`config.mk`:
```
export PLATFORM = sky130hd
export DESIGN_NAME = asr_envelope_generator_flat
export DESIGN_NICKNAME = d
export VERILOG_FILES = /design/src/asrenv_pkg.sv /design/src/asrenv_in_if.sv /design/src/asrenv_out_if.sv /design/src/asr_envelope_generator.sv /design/src/flat_wrapper.sv
export SDC_FILE = /design/constraint.sdc
export NUM_CORES = 1
export LEC_CHECK = 0
export BUFFER_PORTS_ARGS = -buffer_cell sky130_fd_sc_hd__clkbuf_2
export CORE_MARGIN = 5
export CORE_UTILIZATION = 55
export CTS_BUF_LIST = sky130_fd_sc_hd__clkbuf_8 sky130_fd_sc_hd__clkbuf_16
export CTS_CLUSTER_DIAMETER = 30
export DETAILED_ROUTE_END_ITERATION = 12
export GPL_TIMING_DRIVEN = 0
export HOLD_SLACK_MARGIN = 0.03
export PLACE_DENSITY = 0.72
export REMOVE_ABC_BUFFERS = 1
export SLEW_MARGIN = 20
export SYNTH_ARGS = -nofsm -noshare
export SYNTH_HDL_FRONTEND = slang
export SYNTH_SLANG_ARGS = --single-unit
```
`constraint.sdc`:
```
create_clock -name i_clk -period 10.2 [get_ports i_clk]
set_clock_uncertainty 0.15 [all_clocks]
set_input_delay 1.02 -clock i_clk [delete_from_list [all_inputs] [get_ports i_clk]]
set_output_delay 1.02 -clock i_clk [all_outputs]
set_load 0.03 [all_outputs]
```
`src/asrenv_pkg.sv`:
```
// ----------------------------------------------------------------------------
// ASR envelope package
// Shared widths, defaults and configuration register indexes.
// ----------------------------------------------------------------------------
package asrenv_pkg;

    localparam int LEVEL_FRAC_BITS_DEF = 24;
    localparam int SAMPLE_BITS_DEF     = 16;

    localparam int STAGE_W    = 2;
    localparam int DEPTH_W    = 17;
    localparam int DEPTH_FRAC = 16;
    localparam logic [DEPTH_W-1:0] DEPTH_ONE = DEPTH_W'(65536);
    localparam logic [DEPTH_W-1:0] DEPTH_RST = DEPTH_W'(32768);

    localparam int RST_THRESHOLD = 16384;
    localparam int RST_STEP      = 350;

    localparam int CFG_IDX_W = 3;

    typedef enum logic [CFG_IDX_W-1:0] {
        CFG_GATE_THRESHOLD = 3'd0,
        CFG_ATTACK_STEP    = 3'd1,
        CFG_RELEASE_STEP   = 3'd2,
        CFG_SUSTAIN_LEVEL  = 3'd3,
        CFG_DEPTH          = 3'd4
    } t_cfg_reg;

endpackage

```
`src/asrenv_in_if.sv`:
```
// ----------------------------------------------------------------------------
// ASR envelope gate channel
// Valid/ready channel carrying one gate sample per request.
// ----------------------------------------------------------------------------
interface asrenv_in_if #(
    parameter int SAMPLE_BITS = 16
);
    logic                          valid;
    logic                          ready;
    logic signed [SAMPLE_BITS-1:0] ctl_sample;

    modport source (output valid, output ctl_sample, input ready);
    modport sink   (input valid, input ctl_sample, output ready);
endinterface

```
`src/asrenv_out_if.sv`:
```
// ----------------------------------------------------------------------------
// ASR envelope result channel
// Valid/ready channel carrying the scaled envelope value and the stage.
// ----------------------------------------------------------------------------
interface asrenv_out_if
    import asrenv_pkg::*;
#(
    parameter int LEVEL_W = 25
);
    logic               valid;
    logic               ready;
    logic [LEVEL_W-1:0] envelope_value;
    logic [STAGE_W-1:0] stage;

    modport source (output valid, output envelope_value, output stage, input ready);
    modport sink   (input valid, input envelope_value, input stage, output ready);
endinterface

```
`src/asr_envelope_generator.sv`:
```
// Requests pass the update stage register, then the o_env output register.
// Throughput: one request per cycle; a stalled output stalls the input side
// only once the update stage is also full.
// Level update in the first stage, level-by-depth multiply in the second.
// Reset (synchronous, active low) clears level, stage and gate history and
// loads the register defaults; no clearing pass is needed.
// ----------------------------------------------------------------------------
// ASR envelope generator
// Gate threshold detection, attack/sustain/release level update and depth
// scaling, with a plain configuration write port.
// ----------------------------------------------------------------------------
module asr_envelope_generator
    import asrenv_pkg::*;
#(
    parameter int LEVEL_FRAC_BITS = LEVEL_FRAC_BITS_DEF,
    parameter int SAMPLE_BITS     = SAMPLE_BITS_DEF,
    localparam int LEVEL_W = LEVEL_FRAC_BITS + 1,
    localparam int THR_W   = SAMPLE_BITS - 1,
    localparam int CFG_W0  = (LEVEL_W > DEPTH_W) ? LEVEL_W : DEPTH_W,
    localparam int CFG_W   = (CFG_W0 > THR_W) ? CFG_W0 : THR_W
) (
    input  logic                 i_clk,
    input  logic                 i_rst_n,
    input  logic                 i_cfg_we,
    input  logic [CFG_IDX_W-1:0] i_cfg_idx,
    input  logic [CFG_W-1:0]     i_cfg_data,
    asrenv_in_if.sink            i_gate,
    asrenv_out_if.source         o_env
);

    localparam logic [LEVEL_W-1:0] LVL_ONE  = LEVEL_W'(1) << LEVEL_FRAC_BITS;
    localparam logic [LEVEL_W-1:0] SUS_MIN  = LEVEL_W'(LVL_ONE / 100);
    localparam logic [THR_W-1:0]   THR_RST  = THR_W'(RST_THRESHOLD);
    localparam logic [LEVEL_W-1:0] STEP_RST = LEVEL_W'(RST_STEP);
    localparam int PROD_W = LEVEL_W + DEPTH_W;

    typedef enum logic [STAGE_W-1:0] {
        PH_IDLE    = 2'd0,
        PH_ATTACK  = 2'd1,
        PH_SUSTAIN = 2'd2,
        PH_RELEASE = 2'd3
    } t_phase;

    logic [THR_W-1:0]   r_threshold;
    logic [LEVEL_W-1:0] r_attack_step;
    logic [LEVEL_W-1:0] r_release_step;
    logic [LEVEL_W-1:0] r_sustain;
    logic [DEPTH_W-1:0] r_depth;

    logic [LEVEL_W-1:0] r_level, n_level;
    t_phase             r_phase, n_phase;
    logic               r_gate_was_on;

    logic               r_p_valid;
    logic [LEVEL_W-1:0] r_p_level;
    t_phase             r_p_stage;

    logic               r_out_valid;
    logic [LEVEL_W-1:0] r_out_value;
    logic [STAGE_W-1:0] r_out_stage;

    logic               adv_out;
    logic               accept;
    logic               gate_hi;
    t_phase             ph_entry;
    logic [LEVEL_W-1:0] att_step, rel_step, sus_clamped;
    logic [LEVEL_W:0]   att_sum;
    logic [DEPTH_W-1:0] dep;
    logic [PROD_W-1:0]  prod;

    assign adv_out      = !r_out_valid || o_env.ready;
    assign i_gate.ready = !r_p_valid || adv_out;
    assign accept       = i_gate.valid && i_gate.ready;

    always_ff @(posedge i_clk) begin
        if (!i_rst_n) begin
            r_threshold    <= THR_RST;
            r_attack_step  <= STEP_RST;
            r_release_step <= STEP_RST;
            r_sustain      <= LVL_ONE;
            r_depth        <= DEPTH_RST;
        end else if (i_cfg_we) begin
            unique case (i_cfg_idx)
                CFG_GATE_THRESHOLD: r_threshold    <= i_cfg_data[THR_W-1:0];
                CFG_ATTACK_STEP:    r_attack_step  <= i_cfg_data[LEVEL_W-1:0];
                CFG_RELEASE_STEP:   r_release_step <= i_cfg_data[LEVEL_W-1:0];
                CFG_SUSTAIN_LEVEL:  r_sustain      <= i_cfg_data[LEVEL_W-1:0];
                CFG_DEPTH:          r_depth        <= i_cfg_data[DEPTH_W-1:0];
                default: ;
            endcase
        end
    end

    always_comb begin
        gate_hi  = i_gate.ctl_sample >= $signed({1'b0, r_threshold});
        ph_entry = (gate_hi && !r_gate_was_on) ? PH_ATTACK : r_phase;

        att_step = (r_attack_step == '0) ? LEVEL_W'(1)
                 : (r_attack_step > LVL_ONE) ? LVL_ONE : r_attack_step;
        rel_step = (r_release_step == '0) ? LEVEL_W'(1)
                 : (r_release_step > LVL_ONE) ? LVL_ONE : r_release_step;
        sus_clamped = (r_sustain < SUS_MIN) ? SUS_MIN
                    : (r_sustain > LVL_ONE) ? LVL_ONE : r_sustain;
        att_sum = {1'b0, r_level} + {1'b0, att_step};

        n_level = r_level;
        n_phase = ph_entry;
        unique case (ph_entry)
            PH_ATTACK: begin
                if (att_sum >= {1'b0, LVL_ONE}) begin
                    n_level = LVL_ONE;
                    n_phase = PH_SUSTAIN;
                end else begin
                    n_level = att_sum[LEVEL_W-1:0];
                end
            end
            PH_SUSTAIN: begin
                n_level = sus_clamped;
                if (!gate_hi) begin
                    n_phase = PH_RELEASE;
                end
            end
            PH_RELEASE: begin
                if (r_level <= rel_step) begin
                    n_level = '0;
                    n_phase = PH_IDLE;
                end else begin
                    n_level = r_level - rel_step;
                end
            end
            default: begin
                n_level = '0;
                n_phase = PH_IDLE;
            end
        endcase
    end

    always_ff @(posedge i_clk) begin
        if (!i_rst_n) begin
            r_level       <= '0;
            r_phase       <= PH_IDLE;
            r_gate_was_on <= 1'b0;
            r_p_valid     <= 1'b0;
        end else begin
            if (accept) begin
                r_level       <= n_level;
                r_phase       <= n_phase;
                r_gate_was_on <= gate_hi;
            end
            if (i_gate.ready) begin
                r_p_valid <= accept;
            end
        end
        if (accept) begin
            r_p_level <= n_level;
            r_p_stage <= n_phase;
        end
    end

    assign dep  = (r_depth > DEPTH_ONE) ? DEPTH_ONE : r_depth;
    assign prod = PROD_W'(r_p_level) * PROD_W'(dep);

    always_ff @(posedge i_clk) begin
        if (!i_rst_n) begin
            r_out_valid <= 1'b0;
        end else if (adv_out) begin
            r_out_valid <= r_p_valid;
        end
        if (adv_out && r_p_valid) begin
            r_out_value <= prod[DEPTH_FRAC +: LEVEL_W];
            r_out_stage <= r_p_stage;
        end
    end

    assign o_env.valid          = r_out_valid;
    assign o_env.envelope_value = r_out_value;
    assign o_env.stage          = r_out_stage;

    a_level_bounded: assert property (@(posedge i_clk) disable iff (!i_rst_n)
        r_level <= LVL_ONE)
        else $error("level above one");

    a_idle_zero: assert property (@(posedge i_clk) disable iff (!i_rst_n)
        r_phase == PH_IDLE |-> r_level == '0)
        else $error("idle with nonzero level");

    a_attack_below_one: assert property (@(posedge i_clk) disable iff (!i_rst_n)
        r_phase == PH_ATTACK |-> r_level < LVL_ONE)
        else $error("attack holding full level");

    a_stage_moves: assert property (@(posedge i_clk) disable iff (!i_rst_n)
        r_p_valid && adv_out |=> r_out_valid)
        else $error("update stage result lost");

endmodule
```
`src/flat_wrapper.sv`:
```
// flat-port wrapper written by rule: the top's interface ports become plain ports
module asr_envelope_generator_flat import asrenv_pkg::*;
#(
    parameter int LEVEL_FRAC_BITS = LEVEL_FRAC_BITS_DEF,
    parameter int SAMPLE_BITS     = SAMPLE_BITS_DEF,
    localparam int LEVEL_W = LEVEL_FRAC_BITS + 1,
    localparam int THR_W   = SAMPLE_BITS - 1,
    localparam int CFG_W0  = (LEVEL_W > DEPTH_W) ? LEVEL_W : DEPTH_W,
    localparam int CFG_W   = (CFG_W0 > THR_W) ? CFG_W0 : THR_W
)
  (i_clk, i_rst_n, i_cfg_we, i_cfg_idx, i_cfg_data, i_gate_valid, i_gate_ctl_sample, i_gate_ready, o_env_valid, o_env_envelope_value, o_env_stage, o_env_ready);
  asrenv_in_if #(.SAMPLE_BITS(SAMPLE_BITS)) i_gate_i ();
  asrenv_out_if o_env_i ();
  input  logic i_clk;
  input  logic i_rst_n;
  input  logic i_cfg_we;
  input  logic [CFG_IDX_W-1:0] i_cfg_idx;
  input  logic [CFG_W-1:0] i_cfg_data;
  input wire logic [$bits(i_gate_i.valid)-1:0] i_gate_valid;
  input wire logic [$bits(i_gate_i.ctl_sample)-1:0] i_gate_ctl_sample;
  output wire logic [$bits(i_gate_i.ready)-1:0] i_gate_ready;
  output wire logic [$bits(o_env_i.valid)-1:0] o_env_valid;
  output wire logic [$bits(o_env_i.envelope_value)-1:0] o_env_envelope_value;
  output wire logic [$bits(o_env_i.stage)-1:0] o_env_stage;
  input wire logic [$bits(o_env_i.ready)-1:0] o_env_ready;
  assign i_gate_i.valid = i_gate_valid;
  assign i_gate_i.ctl_sample = i_gate_ctl_sample;
  assign i_gate_ready = i_gate_i.ready;
  assign o_env_valid = o_env_i.valid;
  assign o_env_envelope_value = o_env_i.envelope_value;
  assign o_env_stage = o_env_i.stage;
  assign o_env_i.ready = o_env_ready;
  asr_envelope_generator #(.LEVEL_FRAC_BITS(LEVEL_FRAC_BITS), .SAMPLE_BITS(SAMPLE_BITS)) u_core (.i_clk(i_clk), .i_rst_n(i_rst_n), .i_cfg_we(i_cfg_we), .i_cfg_idx(i_cfg_idx), .i_cfg_data(i_cfg_data), .i_gate(i_gate_i), .o_env(o_env_i));
endmodule
```
Yosys cells after proc, flatten, opt, wreduce, memory -nomap -nowiden
Index checks and enable logic that the tools add are counted.
{ "totals": {"reg_bits": 191, "word_cells": 63, "output_inout_bits": 29, "in_bits": 49} }
{ "classes": {"multipliers": 1, "n_reduce_logical": 16, "n_eq_ne": 7, "n_mux": 15, "addsub": 2, "n_lt_le_gt_ge": 8} }
{ "op_table": {"columns": ["cell", "n"], "rows": [
  ["2-to-1 mux 25 bit", 8],
  ["greater-than comparator 25 bit (second input constant)", 3],
  ["one-hot mux 25 bit (3 select lines)", 1],
  ["zero test 25 bit", 2],
  ["multiplier 25 x 17 -> 41 bit", 1],
  ["adder 25 x 25 -> 26 bit", 1],
  ["greater-or-equal comparator 26 x 25 -> 1 bit (second input constant)", 1],
  ["<= comparator 25 bit", 1],
  ["less-than comparator 25 x 18 -> 1 bit (second input constant)", 1],
  ["subtractor 25 bit", 1],
  ["greater-than comparator 17 bit (second input constant)", 1],
  ["2-to-1 mux 17 bit", 1],
  ["greater-or-equal comparator 16 bit", 1],
  ["AND reduction 2 bit", 5],
  ["2-to-1 mux 2 bit", 4],
  ["equality test 3 x 2 -> 1 bit (second input constant)", 2],
  ["one-hot mux 2 bit (3 select lines)", 1],
  ["equality test 2 bit (second input constant)", 2],
  ["equality test 3 x 1 -> 1 bit (second input constant)", 1],
  ["equality test 3 bit (second input constant)", 1],
  ["logical AND 1 bit", 3],
  ["zero test 1 bit", 3],
  ["zero test 3 bit", 1],
  ["equality test 2 x 1 -> 1 bit (second input constant)", 1],
  ["logical OR 1 bit", 2]
]} }

Longest topological paths before layout
{ "logic_depth": {"ltp_word": 7, "depth_mapped": 27, "depth_no_buf": 25} }

Least setup slack after synthesis
OpenSTA, ideal clock, no wires.
{ "synth_path": {"path_kind": "register -> register", "start": "register u_core.r_depth[3]", "end": "register u_core.r_out_value[24] (netlist: u_core.o_env.envelope_value[24]) (data pin)", "n_path_buf": 2, "arrival_time_ps": 6801, "setup_ps": 265, "period_less_slack_ps": 7216, "stages_incl_launch_ff": 28, "slack_ps": 2984, "required_ps": 9785, "cell_sequence": "dfxtp_1 -> nor4_1 -> a41oi_1 -> nor2b_1 -> clkbuf_1 -> clkbuf_1 -> nand2_1 -> fa_1 -> inv_1 -> fa_1 -> inv_1 -> fa_1 -> inv_1 -> fa_1 -> fa_1 -> inv_1 -> fa_1 -> inv_1 -> ha_1 -> a21o_1 -> a21o_1 -> a221oi_1 -> o31ai_1 -> o21ai_0 -> nand2_1 -> a21o_1 -> a221oi_1 -> xnor2_1"} }
{ "synth_via": {"elab_chain_cells": 3} }
{ "synth_lines": {"columns": ["item", "line", "rtl"], "rows": [
  ["start, declared", "asr_envelope_generator.sv:48", "logic [DEPTH_W-1:0] r_depth;"],
  ["start signal, assigned", "asr_envelope_generator.sv:88", "CFG_DEPTH: r_depth <= i_cfg_data[DEPTH_W-1:0];"],
  ["greater-than comparator 17 bit", "asr_envelope_generator.sv:160", "assign dep = (r_depth > DEPTH_ONE) ? DEPTH_ONE : r_depth;"],
  ["2-to-1 mux 17 bit (*)", "asr_envelope_generator.sv:160", null],
  ["multiplier 25 x 17 -> 41 bit (*)", "asr_envelope_generator.sv:161", "assign prod = PROD_W'(r_p_level) * PROD_W'(dep);"],
  ["via u_core.prod[40]", "asr_envelope_generator.sv:69", "logic [PROD_W-1:0] prod;"],
  ["end signal, assigned", "asr_envelope_generator.sv:170", "r_out_value <= prod[DEPTH_FRAC +: LEVEL_W];"],
  ["end, declared", "asr_envelope_generator.sv:59", "logic [LEVEL_W-1:0] r_out_value;"]
]} }
The timed path passes the listed nets; every way through them passes the cells marked *.
A chain may end at the register's enable or synchronous reset.

Final worst setup path
{ "layout_path": {"start": "register u_core.r_depth[16]", "end": "register u_core.r_out_value[24] (netlist: u_core.o_env.envelope_value[24]) (data pin)"} }
The elaborated chain is that of the path after synthesis.

==> summary.md <==
| Metric | Value |
|---|---|
| Vias per cell | `5.69` |
| Worst Setup Path Type | `reg -> reg` |
| Die area | `47100 sq um` |
| DR pass1 iterations | `5` |
| Fmax | `0.109 GHz` |
| CP arrival | `9.23 ns` |
| Psw | `0.838 mW` |
| Synthesized area per cell | `8.56 sq um` |
| Yosys warnings | `0` |
| Crit-path slowest cell | `dfxtp_2` |
| Initial DRC count | `1443` |
| P per Cell Area | `92.4 nW/um^2` |
| Root Driver | `clkbuf_16` |
| Final-stage net count | `3300` |
| Top_reg_cell synth | `dfxtp_1` |
| CTS tree | `built` |
| IO Count | `78` |
| Post-Route WL | `60500 um` |
| Via count | `18700` |
| GPL Wtd Cong | `0.931` |
| Antenna Nets Post-Route | `0` |
| Maximum number of pins on one net before global-route repair | `138` |
| IO buf count | `77` |
| CTS Buf Count | `17` |
| Clk buf depth | `2` |
| # diodes | `0` |
| Setup TNS | `0 ns` |
| Crit path max fanout | `33` |
| Worst Tran Pin Value | `1.16 ns` |
| Final count of hold timing violations | `0` |
| Yosys cell types | `71` |
| # DRC | `0` |
| RSZ-0062 raised after global routing | `no` |
| Sequential element share of the synthesized area | `18.5%` |
| Comb power frac | `28.9%` |
| Asr flop ratio synth | `0%` |
| Fin crit period | `9.17 ns` |
| X dimension of the die | `217 um` |
| Max-slew violations | `0` |
| Core area | `42200 sq um` |
| Area growth syn-to-layout | `6.28%` |
| Reg power frac | `39.4%` |
| Critical path's top delay family | `adder cells` |
| Yosys reg bits | `191` |
| Reg clk slew, reported paths | `0.08 ns` |
| Initial core utilization | `55.8%` |
| Peak VDD IR | `130 uV` |
| GRT overflow | `0` |
| Cell Count Post-Placement | `3253` |
| CTS Hold Buffers Added | `0` |
| Hpwl dp | `46600 um` |
| Mapped Cells | `2754` |
| CTS sink count | `191` |
| Hold Path Class | `reg -> reg` |
| Sw Ratio | `36.2%` |
| Leakage power | `11.9 nW` |
| Initial antenna violation count | `0` |
| Total power | `2.32 mW` |
| Most used cell, CP | `fa_1` |
| Status | `completed` |
| Crit-path max cell delay | `0.91 ns` |
| Clock power frac | `31.7%` |
| Worst path bufs/invs | `6` |
| Core Util, Final | `59.4%` |
| First-pass GRT wire length | `99900 um` |
| Vias in the first global route | `19300` |
| Ratio of cells with drive above 1 in the final layout | `5.75%` |
| H-tree depth | `4` |
| Post-Syn Area | `23600 sq um` |
| WP data required | `10.26 ns` |
| Non-Filler Instances | `3285` |
| Most frequent cells in the layout | `573 x nand2_1, 455 x inv_1, 343 x fa_1, 176 x and2_1, 175 x ha_1` |
| Post-CTS Resized | `0` |
| DR WL/cell | `18.4 um` |
| Final Cycle Share | `89.9%` |
| Setup crit end kind | `flop` |
| Setup violations, final | `0` |
| Commonest non-fill, non-tap cell in the layout | `nand2_1` |
| Max cap viols | `0` |
| Clk_lat worst skew | `0.47 ns` |
| Post-synth EDFFs | `54` |
| CP startpoint kind | `flop` |
| Die span in y | `217 um` |
| Global Route Usage Sum | `26.5%` |
| Max_slew headroom | `22.4%` |
| Rows | `75` |
| Post-CTS Setup Bufs | `0` |
| Cell-internal power | `1.48 mW` |
==> cell families after synthesis <==
logic type / Yosys count / share of synthesized area (%)
fa+ha+maj: 518 / 38.4
buf+inv: 584 / 9.41
flops: 191 / 18.5
compound gates: 409 / 11.9
simple gates: 986 / 19.3
xor+xnor: 63 / 2.34
mux: 3 / 0.133
==> worst paths after layout <==
check,startpoint,slack (ns),endpoint,cells past startpoint
worst max register to register,u_core.r_depth[16],1.03,u_core.o_env.envelope_value[24],25
worst min register to register,u_core.r_p_stage[1],0.27,u_core.o_env.stage[1],0
worst max-delay path,u_core.r_depth[16],1.03,u_core.o_env.envelope_value[24],25
worst min-delay path,u_core.r_p_stage[1],0.27,u_core.o_env.stage[1],0
==> worst register-to-register path, stage by stage (launching register included) <==
cell and delay [ns]:
dfxtp_2 0.91, inv_1 0.13, a41oi_2 0.82, nor2b_2 0.34, buf_6 0.27, and2_1 0.19, fa_1 0.48, inv_1 0.06
fa_1 0.53, inv_1 0.05, fa_1 0.52, fa_1 0.47, fa_1 0.53, inv_1 0.06, fa_1 0.47, inv_1 0.04
ha_1 0.34, a21o_1 0.21, a21o_1 0.18, a221oi_1 0.41, o31ai_2 0.28, o21ai_0 0.55, nand2_1 0.20, a21o_1 0.28
a221oi_1 0.34, xnor2_1 0.12
==> final cells by class <==
| type | count | area, sq um |
|---|---|---|
| Fill cell | 3702 | 17200 |
| Timing Repair Buffer | 87 | 554 |
| Inverter | 457 | 1720 |
| Multi-Input combinational cell | 1979 | 17100 |
| Clock inverter | 13 | 180 |
| Tap cell | 539 | 674 |
| Clock buffer | 19 | 464 |
| Sequential cell | 191 | 4370 |
==> routing by layer <==
layer  GRT usage (%)  vias to the layer above  part of all wire [%]
li1                -                     8663                     -
met1            35.6                     9222                    41
met2            44.3                      703                    48
met3            3.17                      119                   7.4
met4            9.94                        0                   3.7
met5               0                        -                     0
==> power groups by stage <==
stage | logic [mW] | clock network [mW] | registers (mW)
2_1_floorplan | 0.456 | 0 | 0.912
3_3_place_gp | 0.640 | 0 | 0.924
3_5_place_dp | 0.663 | 0 | 0.926
4_1_cts | 0.671 | 0.743 | 0.908
5_1_grt | 0.752 | 0.780 | 0.917
6_report | 0.670 | 0.735 | 0.912
==> state kept, by name, indices dropped and copies added (netlist names) <==
register / count
u_core.r_sustain: 25
u_core.r_p_level: 25
u_core.r_level: 25
u_core.r_attack_step: 25
u_core.o_env.stage: 2
u_core.r_gate_was_on: 1
u_core.r_release_step: 25
u_core.r_phase: 2
u_core.o_env.envelope_value: 25
u_core.r_p_valid: 1
u_core.r_threshold: 15
u_core.r_p_stage: 2
u_core.o_env.valid: 1
u_core.r_depth: 17
==> per-stage QoR <==
step                      area, sq um  hold slack [ns]  setup WS [ns]
final                           25100            0.274           1.03
after floorplan                 23100            0.250           2.63
after detailed placement        24400            0.256           1.12
after global routing            25100            0.282          0.517
after global placement          24100            0.253          0.207
after CTS                       25100            0.276           1.03
==> synth_stat cells (all sizes together), types with 7 or more instances <==
library cell / n / area (sq um)
inv: 456 / 1710
a211oi: 11 / 82.6
dfxtp: 137 / 2740
o21bai: 11 / 82.6
a21boi: 97 / 728
nor2b: 38 / 238
xnor2: 46 / 403
o31a: 7 / 61.3
a21o: 33 / 248
clkbuf: 115 / 433
a221o: 13 / 130
nor3: 21 / 105
nor4: 25 / 156
nor2: 62 / 233
o21ba: 12 / 120
o21a: 14 / 105
and2: 176 / 1100
and3: 12 / 75.1
xor2: 17 / 149
nand3: 33 / 165
ha: 175 / 2190
nand2: 573 / 2150
a21oi: 87 / 435
fa: 343 / 6870
nand4: 20 / 125
o21ai: 66 / 330
a31oi: 13 / 96.3
buf: 12 / 71.3
edfxtp: 54 / 1620
No activity file was read; power rests on OpenSTA's default activity.
